## config.mk

```make
export PLATFORM = sky130hd
export DESIGN_NAME = antenna_tune_sweep_calibrator
export DESIGN_NICKNAME = d
export VERILOG_FILES = /design/src/rtl/core/atsc_pkg.sv /design/src/rtl/core/atsc_step.sv /design/src/rtl/core/antenna_tune_sweep_calibrator.sv
export SDC_FILE = /design/constraint.sdc
export NUM_CORES = 1
export LEC_CHECK = 0
export ABC_AREA = 1
export BUFFER_PORTS_ARGS = -buffer_cell sky130_fd_sc_hd__buf_2
export CORE_AREA = 2 2 237 239
export DETAILED_ROUTE_END_ITERATION = 16
export DIE_AREA = 0 0 239 241
export GPL_TIMING_DRIVEN = 0
export PLACE_DENSITY = 0.54
export SYNTH_ARGS = -nofsm -noshare
export SYNTH_HDL_FRONTEND = slang
export SYNTH_HIERARCHICAL = 1
export SYNTH_SLANG_ARGS = --single-unit
```

## constraint.sdc

```tcl
create_clock -name clk -period 6.3 [get_ports clk]
set_input_delay 1.89 -clock clk [delete_from_list [all_inputs] [get_ports clk]]
set_output_delay 1.89 -clock clk [all_outputs]
set_load 0.02 [all_outputs]
```

## src/rtl/core/atsc_pkg.sv

```systemverilog
// Package: types and constants of the antenna tune sweep calibrator.
package atsc_pkg;

	localparam int REG_W  = 24;
	localparam int TUNE_W = 4;
	localparam int IDX_W  = 2;

	// Register indexes on the configuration port
	localparam logic [IDX_W-1:0] REG_TARGET = 2'd0;
	localparam logic [IDX_W-1:0] REG_WINDOW = 2'd1;
	localparam logic [IDX_W-1:0] REG_SETTLE = 2'd2;
	localparam logic [IDX_W-1:0] REG_TOL    = 2'd3;

	// Register reset values
	localparam logic [REG_W-1:0] TARGET_RST = 24'd3125;
	localparam logic [REG_W-1:0] WINDOW_RST = 24'd100000;
	localparam logic [REG_W-1:0] SETTLE_RST = 24'd2000;
	localparam logic [REG_W-1:0] TOL_RST    = 24'd109;

	typedef enum logic [1:0] {
		PH_IDLE   = 2'd0,
		PH_SETTLE = 2'd1,
		PH_COUNT  = 2'd2,
		PH_FINAL  = 2'd3
	} phase_t;

	typedef struct packed {
		logic [REG_W-1:0] target_count;
		logic [REG_W-1:0] window_ticks;
		logic [REG_W-1:0] settle_ticks;
		logic [REG_W-1:0] tolerance;
	} cfg_t;

	typedef struct packed {
		logic [TUNE_W-1:0] tune_value;
		logic              show_oscillator;
		logic              busy_res;
		logic              done_res;
		logic              pass;
		logic [REG_W-1:0]  best_error;
	} res_t;

endpackage

```

## src/rtl/core/atsc_step.sv

```systemverilog
// Sweep state machine: updates calibration state for one sample tick.
module atsc_step #(
	parameter int TUNE_STEPS  = 16,
	parameter int COUNT_WIDTH = 24
) (
	input  logic          clk,
	input  logic          arst_n,
	input  logic          adv,
	input  logic          start_req,
	input  logic          irq_level,
	input  atsc_pkg::cfg_t cfg,
	output atsc_pkg::res_t res
);

	localparam int DW = ((COUNT_WIDTH > atsc_pkg::REG_W) ? COUNT_WIDTH : atsc_pkg::REG_W) + 1;
	localparam logic [atsc_pkg::TUNE_W-1:0] LAST_IDX = atsc_pkg::TUNE_W'(TUNE_STEPS - 1);

	atsc_pkg::phase_t                 phase_q, phase_n;
	logic [atsc_pkg::REG_W-1:0]       tick_q, tick_n, tick_inc;
	logic [atsc_pkg::TUNE_W-1:0]      idx_q, idx_n;
	logic [COUNT_WIDTH-1:0]           edge_q, edge_n;
	logic                             last_q, last_n;
	logic [atsc_pkg::REG_W-1:0]       best_q, best_n;
	logic [atsc_pkg::TUNE_W-1:0]      btune_q, btune_n;
	logic                             pass_q, pass_n;
	logic                             done;
	logic [DW-1:0]                    t_ext, e_ext, diff;
	logic [atsc_pkg::REG_W-1:0]       diff_sat;

	// State registers
	always_ff @(posedge clk or negedge arst_n) begin
		if (!arst_n) begin
			phase_q <= atsc_pkg::PH_IDLE;
			tick_q  <= '0;
			idx_q   <= '0;
			edge_q  <= '0;
			last_q  <= 1'b0;
			best_q  <= '1;
			btune_q <= '0;
			pass_q  <= 1'b0;
		end else if (adv) begin
			phase_q <= phase_n;
			tick_q  <= tick_n;
			idx_q   <= idx_n;
			edge_q  <= edge_n;
			last_q  <= last_n;
			best_q  <= best_n;
			btune_q <= btune_n;
			pass_q  <= pass_n;
		end
	end

	assign tick_inc = tick_q + 1'b1;

	// Absolute error of the count just finished, saturated to register width
	assign t_ext    = DW'(cfg.target_count);
	assign e_ext    = DW'(edge_n);
	assign diff     = (t_ext >= e_ext) ? (t_ext - e_ext) : (e_ext - t_ext);
	assign diff_sat = (|diff[DW-1:atsc_pkg::REG_W]) ? '1 : diff[atsc_pkg::REG_W-1:0];

	// Next state
	always_comb begin
		phase_n = phase_q;
		tick_n  = tick_q;
		idx_n   = idx_q;
		edge_n  = edge_q;
		last_n  = last_q;
		best_n  = best_q;
		btune_n = btune_q;
		pass_n  = pass_q;
		done    = 1'b0;
		case (phase_q)
			atsc_pkg::PH_IDLE: begin
				if (start_req) begin
					phase_n = atsc_pkg::PH_SETTLE;
					tick_n  = '0;
					idx_n   = '0;
					best_n  = '1;
					btune_n = '0;
				end
			end
			atsc_pkg::PH_SETTLE: begin
				if (tick_q >= cfg.settle_ticks) begin
					phase_n = atsc_pkg::PH_COUNT;
					tick_n  = '0;
					edge_n  = '0;
					last_n  = irq_level;
				end else begin
					tick_n = tick_inc;
				end
			end
			atsc_pkg::PH_COUNT: begin
				if (irq_level && !last_q && !(&edge_q))
					edge_n = edge_q + 1'b1;
				last_n = irq_level;
				tick_n = tick_inc;
				if (tick_inc >= cfg.window_ticks) begin
					if (diff_sat < best_q) begin
						best_n  = diff_sat;
						btune_n = idx_q;
					end
					tick_n = '0;
					if (idx_q >= LAST_IDX) begin
						phase_n = atsc_pkg::PH_FINAL;
					end else begin
						idx_n   = idx_q + 1'b1;
						phase_n = atsc_pkg::PH_SETTLE;
					end
				end
			end
			default: begin
				if (tick_q >= cfg.settle_ticks) begin
					phase_n = atsc_pkg::PH_IDLE;
					tick_n  = '0;
					done    = 1'b1;
					pass_n  = (best_q <= cfg.tolerance);
				end else begin
					tick_n = tick_inc;
				end
			end
		endcase
	end

	// Result reflects the state after this tick
	always_comb begin
		res.tune_value      = (phase_n == atsc_pkg::PH_SETTLE || phase_n == atsc_pkg::PH_COUNT)
			? idx_n : btune_n;
		res.show_oscillator = (phase_n != atsc_pkg::PH_IDLE);
		res.busy_res        = (phase_n != atsc_pkg::PH_IDLE);
		res.done_res        = done;
		res.pass            = pass_n;
		res.best_error      = best_n;
	end

endmodule

```

## src/rtl/core/antenna_tune_sweep_calibrator.sv

```systemverilog
// Top level: antenna tune sweep calibrator with stream ports and register writes.
//
//  channel | dir | handshake          | payload
//  s_      | in  | s_tvalid/s_tready  | s_tdata: start_req, irq_level
//  m_      | out | m_tvalid/m_tready  | m_tdata: tune/status/best_error, m_tlast: done
//  cfg_    | in  | cfg_we             | cfg_index, cfg_data
//
// One request per cycle while s_tready is high; each request gives one result
// (input register, then sweep update into the output register).
// A two-entry output buffer keeps input flowing while a result waits.
// s_tready drops only when both output entries are full.
// arst_n clears control state and loads the register reset values.
module antenna_tune_sweep_calibrator #(
	parameter int TUNE_STEPS  = 16,
	parameter int COUNT_WIDTH = 24
) (
	input  logic                         clk,
	input  logic                         arst_n,
	input  logic                         s_tvalid,
	output logic                         s_tready,
	input  logic [7:0]                   s_tdata,   // [0] start_req, [1] irq_level
	output logic                         m_tvalid,
	input  logic                         m_tready,
	output logic [31:0]                  m_tdata,   // [3:0] tune_value, [4] show_oscillator,
	                                                // [5] busy_res, [6] pass, [30:7] best_error
	output logic                         m_tlast,   // done_res
	input  logic                         cfg_we,
	input  logic [atsc_pkg::IDX_W-1:0]   cfg_index,
	input  logic [atsc_pkg::REG_W-1:0]   cfg_data
);

	atsc_pkg::cfg_t cfg_q;
	atsc_pkg::res_t res, out_q, skid_q;
	logic           valid_s1, start_s1, level_s1;
	logic           out_valid_q, skid_valid_q;
	logic           adv, push, pop;

	// Configuration registers
	always_ff @(posedge clk or negedge arst_n) begin
		if (!arst_n) begin
			cfg_q.target_count <= atsc_pkg::TARGET_RST;
			cfg_q.window_ticks <= atsc_pkg::WINDOW_RST;
			cfg_q.settle_ticks <= atsc_pkg::SETTLE_RST;
			cfg_q.tolerance    <= atsc_pkg::TOL_RST;
		end else if (cfg_we) begin
			case (cfg_index)
				atsc_pkg::REG_TARGET: cfg_q.target_count <= cfg_data;
				atsc_pkg::REG_WINDOW: cfg_q.window_ticks <= cfg_data;
				atsc_pkg::REG_SETTLE: cfg_q.settle_ticks <= cfg_data;
				atsc_pkg::REG_TOL:    cfg_q.tolerance    <= cfg_data;
				default: ;
			endcase
		end
	end

	// Input register
	assign adv      = valid_s1 && !skid_valid_q;
	assign s_tready = !valid_s1 || adv;

	always_ff @(posedge clk or negedge arst_n) begin
		if (!arst_n)
			valid_s1 <= 1'b0;
		else if (s_tready)
			valid_s1 <= s_tvalid;
	end

	always_ff @(posedge clk) begin
		if (s_tready && s_tvalid) begin
			start_s1 <= s_tdata[0];
			level_s1 <= s_tdata[1];
		end
	end

	atsc_step #(
		.TUNE_STEPS  (TUNE_STEPS),
		.COUNT_WIDTH (COUNT_WIDTH)
	) u_step (
		.clk       (clk),
		.arst_n    (arst_n),
		.adv       (adv),
		.start_req (start_s1),
		.irq_level (level_s1),
		.cfg       (cfg_q),
		.res       (res)
	);

	// Two-entry output buffer: head drives the port, skid catches stalls
	assign push = adv;
	assign pop  = out_valid_q && m_tready;

	always_ff @(posedge clk or negedge arst_n) begin
		if (!arst_n) begin
			out_valid_q  <= 1'b0;
			skid_valid_q <= 1'b0;
		end else begin
			case ({push, pop})
				2'b11: ;
				2'b01: begin
					out_valid_q  <= skid_valid_q;
					skid_valid_q <= 1'b0;
				end
				2'b10: begin
					if (out_valid_q)
						skid_valid_q <= 1'b1;
					else
						out_valid_q <= 1'b1;
				end
				default: ;
			endcase
		end
	end

	always_ff @(posedge clk) begin
		if (push && pop) begin
			if (skid_valid_q) begin
				out_q  <= skid_q;
				skid_q <= res;
			end else begin
				out_q <= res;
			end
		end else if (pop) begin
			out_q <= skid_q;
		end else if (push) begin
			if (out_valid_q)
				skid_q <= res;
			else
				out_q <= res;
		end
	end

	assign m_tvalid = out_valid_q;
	assign m_tdata  = {1'b0, out_q.best_error, out_q.pass, out_q.busy_res,
		out_q.show_oscillator, out_q.tune_value};
	assign m_tlast  = out_q.done_res;

endmodule

```

## After elaboration in Yosys (flattened, before gate mapping)

Cells that the tools add are included.

| storage, ports and cells | value |
|---|---|
| logic and storage cells | 133 |
| flip-flop bits (word level) | 249 |
| input bits | 39 |

| cells by class | value |
|---|---|
| mux-type cells | 47 |
| eq/ne operators | 15 |
| reductions and logical operators | 31 |
| $add $sub $neg | 5 |
| $lt $le $gt $ge | 6 |

Operators with widths:

| cell | count |
|---|---|
| two-way mux 32 bit | 10 |
| two-way mux 24 bit | 9 |
| one-hot mux 24 bit (2 select lines) | 3 |
| >= comparator 24 bit | 3 |
| subtractor 24 x 24 -> 25 bit | 2 |
| adder 24 x 1 -> 24 bit (second input constant) | 2 |
| two-way mux 4 bit | 7 |
| two-way mux 25 bit | 1 |
| <= comparator 24 bit | 1 |
| less-than comparator 24 bit | 1 |
| AND reduction 24 bit | 1 |
| one-hot mux 4 bit (2 select lines) | 2 |
| AND reduction 2 bit | 7 |
| equality test 2 bit (second input constant) | 5 |
| two-way mux 2 bit | 5 |
| nonzero test 2 bit | 5 |
| equality test 2 x 1 -> 1 bit (second input constant) | 4 |
| logical AND 1 bit | 6 |
| two-way mux 1 bit | 6 |
| inequality test 2 bit (second input constant) | 3 |
| one-hot mux 1 bit (2 select lines) | 3 |
| one-hot mux 2 bit (3 select lines) | 1 |
| adder 4 x 1 -> 4 bit (second input constant) | 1 |
| >= comparator 4 bit (second input constant) | 1 |
| 9 further kinds | 15 |

## Longest topological paths before layout

Gate-level depths: netlist (run 1).

| logic depth | value |
|---|---|
| word-level depth | 17 |
| mapped depth | 54 |
| mapped depth without buffers | 51 |

## Cells and area by module

Netlist (run 1), hierarchy kept.

Modules (own cells, without submodules):

| module | area an instance (um^2) | times used | sequential area each (um^2) | cells each |
|---|---|---|---|---|
| atsc_step | 12,059.1 | 1 | 2,132.0 | 1,896 |
| antenna_tune_sweep_calibrator | 7,045.5 | 1 | 4,488.1 | 742 |

## Least setup slack after synthesis (run 1)

Ideal clock, no wire load.

| path | value |
|---|---|
| path type | flip-flop to flip-flop |
| start | register cfg_q[33] in the netlist's numbering |
| end | register out_q (netlist bit m_tdata[2]) (data pin) |
| required time | 6.048 ns |
| stages on the path, launching flop included | 48 |
| data arrival time | 5.864 ns |
| slack | 0.184 ns |
| path buffers | 5 |
| cell sequence | dfstp_2 > inv_1 > ha_1 > a21oi_1 > o21ai_0 > nand4_1 > nand3_1 > a221oi_1 > nand3_1 > inv_1 > clkbuf_1 > nand3_1 > nand3b_1 > o21ai_0 > inv_1 > ha_1 > buf_4 > nand2_2 > [... 12 more ...] > ha_1 > a21oi_1 > o21a_1 > o221ai_1 > a221oi_1 > nand2_1 > inv_1 > buf_2 > buf_4 > nand3_2 > nand3_1 > nand2_1 > nand2_1 > nand2_1 > nand2_1 > nand2_1 > nand2_1 > nand2_1 |

RTL lines:

| what | line | RTL |
|---|---|---|
| start: declaration | antenna_tune_sweep_calibrator.sv:32 | `atsc_pkg::cfg_t cfg_q;` |
| end signal: assignment | antenna_tune_sweep_calibrator.sv:116 | `out_q <= skid_q;` |
| end signal: assignment | antenna_tune_sweep_calibrator.sv:119 | `out_q <= res;` |
| end signal: assignment | antenna_tune_sweep_calibrator.sv:122 | `out_q <= skid_q;` |
| end: declaration | antenna_tune_sweep_calibrator.sv:33 | `atsc_pkg::res_t res, out_q, skid_q;` |

==> results of run 1 <==
routing by layer:
layer | routed length (µm) | vias to the layer above | global-route usage, %
met5 | 0 | - | 0
met4 | 1850 | 0 | 5.38
met3 | 3170 | 105 | 2.62
met2 | 31000 | 478 | 37.7
met1 | 29700 | 8825 | 30.4
li1 | - | 8978 | -
registers in the layout (all words and copies together) (netlist names), 4 cells and up:
| name | flops |
|---|---|
| cfg_q | 96 |
| m_tdata | 31 |
| skid_q | 32 |
| u_step/best_q | 24 |
| u_step/btune_q | 4 |
| u_step/edge_q | 24 |
| u_step/idx_q | 4 |
| u_step/tick_q | 24 |
how the worst max path moves through the flow:
stage / startpoint / endpoint / cells after the start
2_1_floorplan: cfg_q[33]$_DFFE_PN1P_ / m_tdata[2]$_DFFE_PP_ / 47
3_3_place_gp: cfg_q[33]$_DFFE_PN1P_ / m_tdata[3]$_DFFE_PP_ / 43
3_5_place_dp: cfg_q[33]$_DFFE_PN1P_ / m_tdata[2]$_DFFE_PP_ / 43
4_1_cts: cfg_q[33]$_DFFE_PN1P_ / m_tdata[27]$_DFFE_PP_ / 46
5_1_grt: u_step/edge_q[14]$_DFFE_PN0P_ / m_tdata[27]$_DFFE_PP_ / 50
6_report: u_step/edge_q[14]$_DFFE_PN0P_ / m_tdata[24]$_DFFE_PP_ / 49
final cells by class:
cell class                 instances  share of cell area (%)
timing repair buffer             207                    6.50
sequential                       249                    26.4
buffer                           114                    4.01
tap                              704                    3.52
clock buffer                      50                    3.78
multi-input combinational       1892                    49.7
timing repair inverter             1                  0.0250
clock inverter                     6                   0.230
inverter                         377                    5.75
stage by stage:
step	util (%)	setup TNS [ps]	std cells
global route	45.7	-7130	3600
global placement	37.0	-163640	3407
detailed placement	37.2	-159660	3410
CTS	42.0	0	3527
finish	45.7	-48.8	3600
floorplan	-	0	2638
Yosys cell counts (14+ instances only):
library cell  number
nand2_1          802
inv_1            361
o21ai_0          206
nand3_1          169
ha_1             151
dfrtp_1          136
a21oi_1          122
nor2_1           122
edfxtp_1          66
clkbuf_1          47
dfstp_2           47
xor2_1            43
nand2_2           41
nand3_2           40
buf_4             34
nor3_1            23
o21ai_1           23
nand4_1           20
buf_2             18
buf_6             15
inv_2             15
xnor2_1           14
repair_timing:
item                       4_1_cts  5_1_grt
pin swaps                       52      156
setup buffers                   59       75
hold buffers                     0        0
cloned                           6        0
gates resized for setup        272      322
setup endpoints to repair       84       84
cell families after synthesis:
kind of cell,Yosys count
xor+xnor,57
buf+inv,497
fa+ha+maj,153
flops,249
simple gates,1257
other cells,1
compound gates,424
worst max-delay path, delay by kind of cell (launching register included):
family,cells,cell delay (ps)
DFF,1,490
AOI/OAI and AO/OA,3,510
adders and majority gates,2,480
buffers and inverters,12,1340
and+or+nand+nor,32,3260
==> metrics.md, run 1 <==
| Metric | Value |
|---|---|
| Outcome | finished, violations left |
| Violated checks | negative setup slack |
| Vias in the first global route | 17600 |
| CTS max path bufs | 3 |
| Fillers | 5451 |
| Largest area contributor in the netlist | dfrtp_1 |
| Ys async rst share | 73.5% |
| WL final | 65700 µm |
| Antenna violations before repair | 0 |
| Post-synth EDFFs | 66 |
| Die Y | 241 µm |
| Crit share post-route | 100% |
| CP endpoint kind | flop |
| Vias per cell | 5.11 |
| Ys flop type | dfrtp_1 |
| Dpl hpwl | 48400 µm |
| Synth cell types | 57 |
| Compound-Gate Fraction of Synth Area | 12.1% |
| Boundary Pins | 74 |
| FF-to-FF setup slack | -30 ps |
| Synth Area in Adders | 10.1% |
| Hold Crit Start | cfg_q[0]$_DFFE_PN1P_ |
| Hold Slack | 484 ps |
| Wire per inst | 18.2 µm |
| Synth top area share | 17.8% |
| Simple-gate share of the synthesized area | 29.2% |
| PortBufs | 65 |
| Reg2reg path depth | 49 |
| Commonest cells after routing, fill and taps aside | nand2_1 (708), inv_1 (330), o21ai_0 (173) |
| RePlAce Congestion | 0.919 |
| CTS buffer count | 30 |
| Unrepaired setup endpoints after global routing | true |
| Sequential area share after synthesis | 34.7% |
| CTS tree | built |
| Hold depth | 2 |
| Worst Hold End | cfg_q[0]$_DFFE_PN1P_ |
| Fin area | 25100 µm² |
| Share of cells above drive strength 1 | 29.1% |
| Mapped Nets | 2830 |
| Worst Setup Start Kind | flop |
| Die Area | 57600 µm² |
| Row cnt | 86 |
| Drt first pass iters | 6 |
| Final Skew | 8.66 ps |
| Reg-to-reg endpoint | m_tdata[24]$_DFFE_PP_ |
| FF-to-FF Start | u_step/edge_q[14]$_DFFE_PN0P_ |
| Post-synthesis instance total | 2638 |
| Ant. Diodes | 0 |
| H-Tree Depth | 1 |
| Area occupied by multi-input gates | 12500 µm² |
| Critical path data arrival time | 6660 ps |
| Xor/xnor share of the synthesized area | 2.61% |
| Register area | 6630 µm² |
| All-Layer GR Usage | 22.3% |
| Root Buffer | clkbuf_16 |
| Placed Area | 20400 µm² |
| Slew HR | 15.2% |
| Remaining DRCs | 0 |
| First-pass GRT wire length | 99500 µm |
| Final global-route overflow total | 0 |
| Crit-path max cell delay | 490 ps |
| Slew @ Worst Pin | 1270 ps |
| Area grow syn2layout | 31.1% |
| Clock insertion delay at the later pin of the skew report | 580 ps |
| Clock-pin transition on the worst setup and hold timing paths | 60 ps |
| Final Max Tran Viols | 0 |
| Largest cells by area after synthesis | dfrtp_1 (18%), nand2_1 (16%), edfxtp_1 (10%) |
| DRT antenna net count | 0 |
| Worst slack at placement | -2280 ps |
| DR iter-0 viols | 1268 |
| Post-synthesis mux area share | 0% |
| Cell Area, Synth | 19100 µm² |
| Worst Path Max Fanout | 10 |
| Commonest non-fill, non-tap cell in the layout | nand2_1 |
| Most common cell on crit path | nand2_1 |
| Initial Utilization | 34.8% |
| Seq cells post-synth | 249 |
| Syn_area_per_cell | 7.24 µm² |
| Fmax | 158 MHz |
| Vias | 18400 |
| Max Cap Viol | 0 |
| Largest family of logic cells by synthesized area | simple AND/OR/NAND/NOR gates |
| Final-report setup violation count | 3 |
| Yosys warnings | 6 |
| Worst hold path class | reg2reg |
| Required @ worst endpoint | 6630 ps |
| Fin crit period | 6330 ps |
| Slowest cell on crit path | dfrtp_1 |
| Pin count of the biggest net entering global routing | 117 |
| Nets | 3064 |
| Setup ws final | -31.3 ps |
| Worst Setup Path Type | reg2reg |
| Core Area | 54900 µm² |
| Die W | 239 µm |
| Clock sink count | 249 |
| Final Hold Vio Count | 0 |
Power of run 1 is left out: the tool's default activity adds up to more than one toggle a clock period on the data nets, which glitch-free logic cannot reach.
==> inputs of run 2 (changes only) <==
- MAX_ROUTING_LAYER: not set -> met4
==> metrics.md, run 2 (synthesis results as in run 1) <==
| Metric | Value |
|---|---|
| WL final | 67000 µm (+1.9%) |
| DR iter-0 viols | 1427 (+13%) |
| Final Max Tran Viols | 0 (unchanged) |
| Violated checks | negative setup slack |
| CTS max path bufs | 3 (unchanged) |
| FF-to-FF Start | u_step/edge_q[0]$_DFFE_PN0P_ |
| Hold buffer count at CTS | 0 (unchanged) |
| CTS buffer count | 30 (unchanged) |
| Vias per cell | 5.13 (+0.52%) |
| Worst Setup Path Type | reg2reg |
| Antenna violations before repair | 0 (unchanged) |
| FF-to-FF setup slack | -70 ps (-40 ps) |
| Cell family with most CP delay | simple AND/OR/NAND/NOR gates |
| Drt first pass iters | 5 (-1) |
| Pin count of the biggest net entering global routing | 109 (-6.8%) |
| Initial Utilization | 34.8% (unchanged) |
| Ant. Diodes | 0 (unchanged) |
| Unrepaired setup endpoints after global routing | true |
| Slew HR | 27.4% (+12 points) |
| Reg2reg path depth | 48 (-2.0%) |
| Wire per inst | 18.5 µm (+1.5%) |
| Clock sink count | 249 (unchanged) |
| Boundary Pins | 74 (unchanged) |
| Required @ worst endpoint | 6610 ps (-20 ps) |
| Max Cap Viol | 0 (unchanged) |
| Die Y | 241 µm (unchanged) |
| Critical path data arrival time | 6680 ps (+20 ps) |
| Clock insertion delay at the later pin of the skew report | 600 ps (+20 ps) |
| Final global-route overflow total | 0 (unchanged) |
| Outcome | finished, violations left |
| Die Area | 57600 µm² (unchanged) |
| Fin crit period | 6370 ps (+36.0 ps) |
| Final-report setup violation count | 17 (+14) |
| Slew @ Worst Pin | 1090 ps (-184 ps) |
| Most common cell on crit path | nand2_1 |
| Area occupied by multi-input gates | 12300 µm² (-0.99%) |
| H-Tree Depth | 1 (unchanged) |
| Die W | 239 µm (unchanged) |
| Worst Path Max Fanout | 8 (-2) |
| Setup ws final | -67.3 ps (-36.0 ps) |
| Commonest non-fill, non-tap cell in the layout | nand2_1 |
| Root Buffer | clkbuf_16 |
| All-Layer GR Usage | 23.4% (+1.2 points) |
| Fillers | 5468 (+0.31%) |
| Worst hold path class | reg2reg |
| Core Area | 54900 µm² (unchanged) |
| Worst path depth | 48 (-2.0%) |
| CP Capture Point | m_tdata[22]$_DFFE_PP_ |
| PortBufs | 65 (unchanged) |
| Reg-to-reg endpoint | m_tdata[22]$_DFFE_PP_ |
| Share of cells above drive strength 1 | 29.4% (+0.31 points) |
| Commonest cells after routing, fill and taps aside | nand2_1 (712), inv_1 (329), o21ai_0 (169) |
| Fmax | 157 MHz (-0.56%) |
| Register area | 6620 µm² (about the same) |
| Vias in the first global route | 17900 (+1.7%) |
| RePlAce Congestion | 0.935 (+1.8%) |
| CP endpoint kind | flop |
| Final Non-Filler Cells | 3614 (+0.39%) |
| Crit-path max cell delay | 380 ps (-110 ps) |
| Critical Path Start | u_step/edge_q[0]$_DFFE_PN0P_ |
| Crit share post-route | 101% (+0.57 points) |
| DRT antenna net count | 0 (unchanged) |
| Worst Setup Start Kind | flop |
| Dpl hpwl | 48700 µm (+0.53%) |
| Vias | 18600 (+0.91%) |
| Max reg flops | 96 (unchanged) |
| Slowest cell on crit path | dfrtp_1 |
| Clock-pin transition on the worst setup and hold timing paths | 60 ps (about the same) |
| Remaining DRCs | 0 (unchanged) |
| Row cnt | 86 (unchanged) |
| Largest register by flop count | cfg_q |
| Final Skew | 38.6 ps (+29.9 ps) |
| CTS tree | built |
| Final Hold Vio Count | 0 (unchanged) |
| Dpl cells | 3410 (unchanged) |
| Area grow syn2layout | 31.4% |
| First-pass GRT wire length | 102000 µm (+2.4%) |
| CP bufs+invs | 12 (unchanged) |
| Nets | 3078 (+0.46%) |
==> run 2: changes by cell type in the layout (fill, tap and decap cells not counted), sizes merged <==
cell | previous run | this run
bufinv | 1 | 6
clkbuf | 96 | 88
nand2 | 849 | 850
inv | 376 | 377
buf | 274 | 285
clkinv | 5 | 9
==> run 2: worst min path at each step <==
stage | from | endpoint | slack, ps | depth (start not counted)
floorplan | u_step/pass_q$_DFFE_PN0P_ | u_step/pass_q$_DFFE_PN0P_ | 450 | 2
global placement | cfg_q[2]$_DFFE_PN1P_ | cfg_q[2]$_DFFE_PN1P_ | 470 | 2
detailed placement | cfg_q[2]$_DFFE_PN1P_ | cfg_q[2]$_DFFE_PN1P_ | 470 | 2
CTS | cfg_q[2]$_DFFE_PN1P_ | cfg_q[2]$_DFFE_PN1P_ | 470 | 2
global route | cfg_q[0]$_DFFE_PN1P_ | cfg_q[0]$_DFFE_PN1P_ | 500 | 2
finish | cfg_q[2]$_DFFE_PN1P_ | cfg_q[2]$_DFFE_PN1P_ | 480 | 2
==> run 2: area by class of cell <==
type | instances | share of cell area (%)
Multi-Input combinational cell | 1893 | 49.2
Sequential cell | 249 | 26.4
Timing Repair Buffer | 221 | 7.01
Inverter | 377 | 5.72
Buffer | 113 | 3.85
Tap cell | 704 | 3.51
Clock buffer | 40 | 3.30
Clock inverter | 16 | 1.02
Timing Repair inverter | 1 | 0.0249
==> run 2: timing repair <==
| item | in CTS | in global routing |
|---|---|---|
| pin swaps | 99 | 179 |
| setup buffers | 97 | 57 |
| setup endpoints to repair | 84 | 84 |
| gates resized for setup | 308 | 266 |
| gates cloned | 6 | 2 |
==> run 2: per-stage QoR <==
| step | util [%] | TNS (ps) | area [µm²] | hold WS (ps) | setup WS, ps |
|---|---|---|---|---|---|
| after global routing | 45.7 | -11060 | 25100 | 501 | -351 |
| after global placement | 37.0 | -149490 | 20300 | 465 | -2150 |
| after detailed placement | 37.2 | -159480 | 20400 | 465 | -2280 |
| final | 45.7 | -642 | 25100 | 477 | -67.3 |
| after CTS | 42.9 | -1.88 | 23500 | 475 | -1.12 |
| after floorplan | - | 0 | 19100 | 450 | 184 |
==> run 2: metal layers <==
metal | GRT usage (%) | wire length, µm | part of all wire [%] | vias up
li1 | - | - | - | 8998
met1 | 31.7 | 30600 | 46 | 8908
met2 | 37.8 | 31300 | 47 | 544
met3 | 2.09 | 3230 | 4.8 | 104
met4 | 6.06 | 1850 | 2.8 | 0
met5 | - | 0 | 0 | -
==> run 2: worst register-to-register path, delay by kind of cell, from the launching register on <==
kind                     cells  cell delay (ps)
adder cells (fa/ha/maj)      3              710
AO/OA/AOI/OAI                3              540
buffers and inverters       12             1300
flip-flops                   1              380
AND/OR/NAND/NOR             30             3140
Power of run 2 is left out for the same reason.
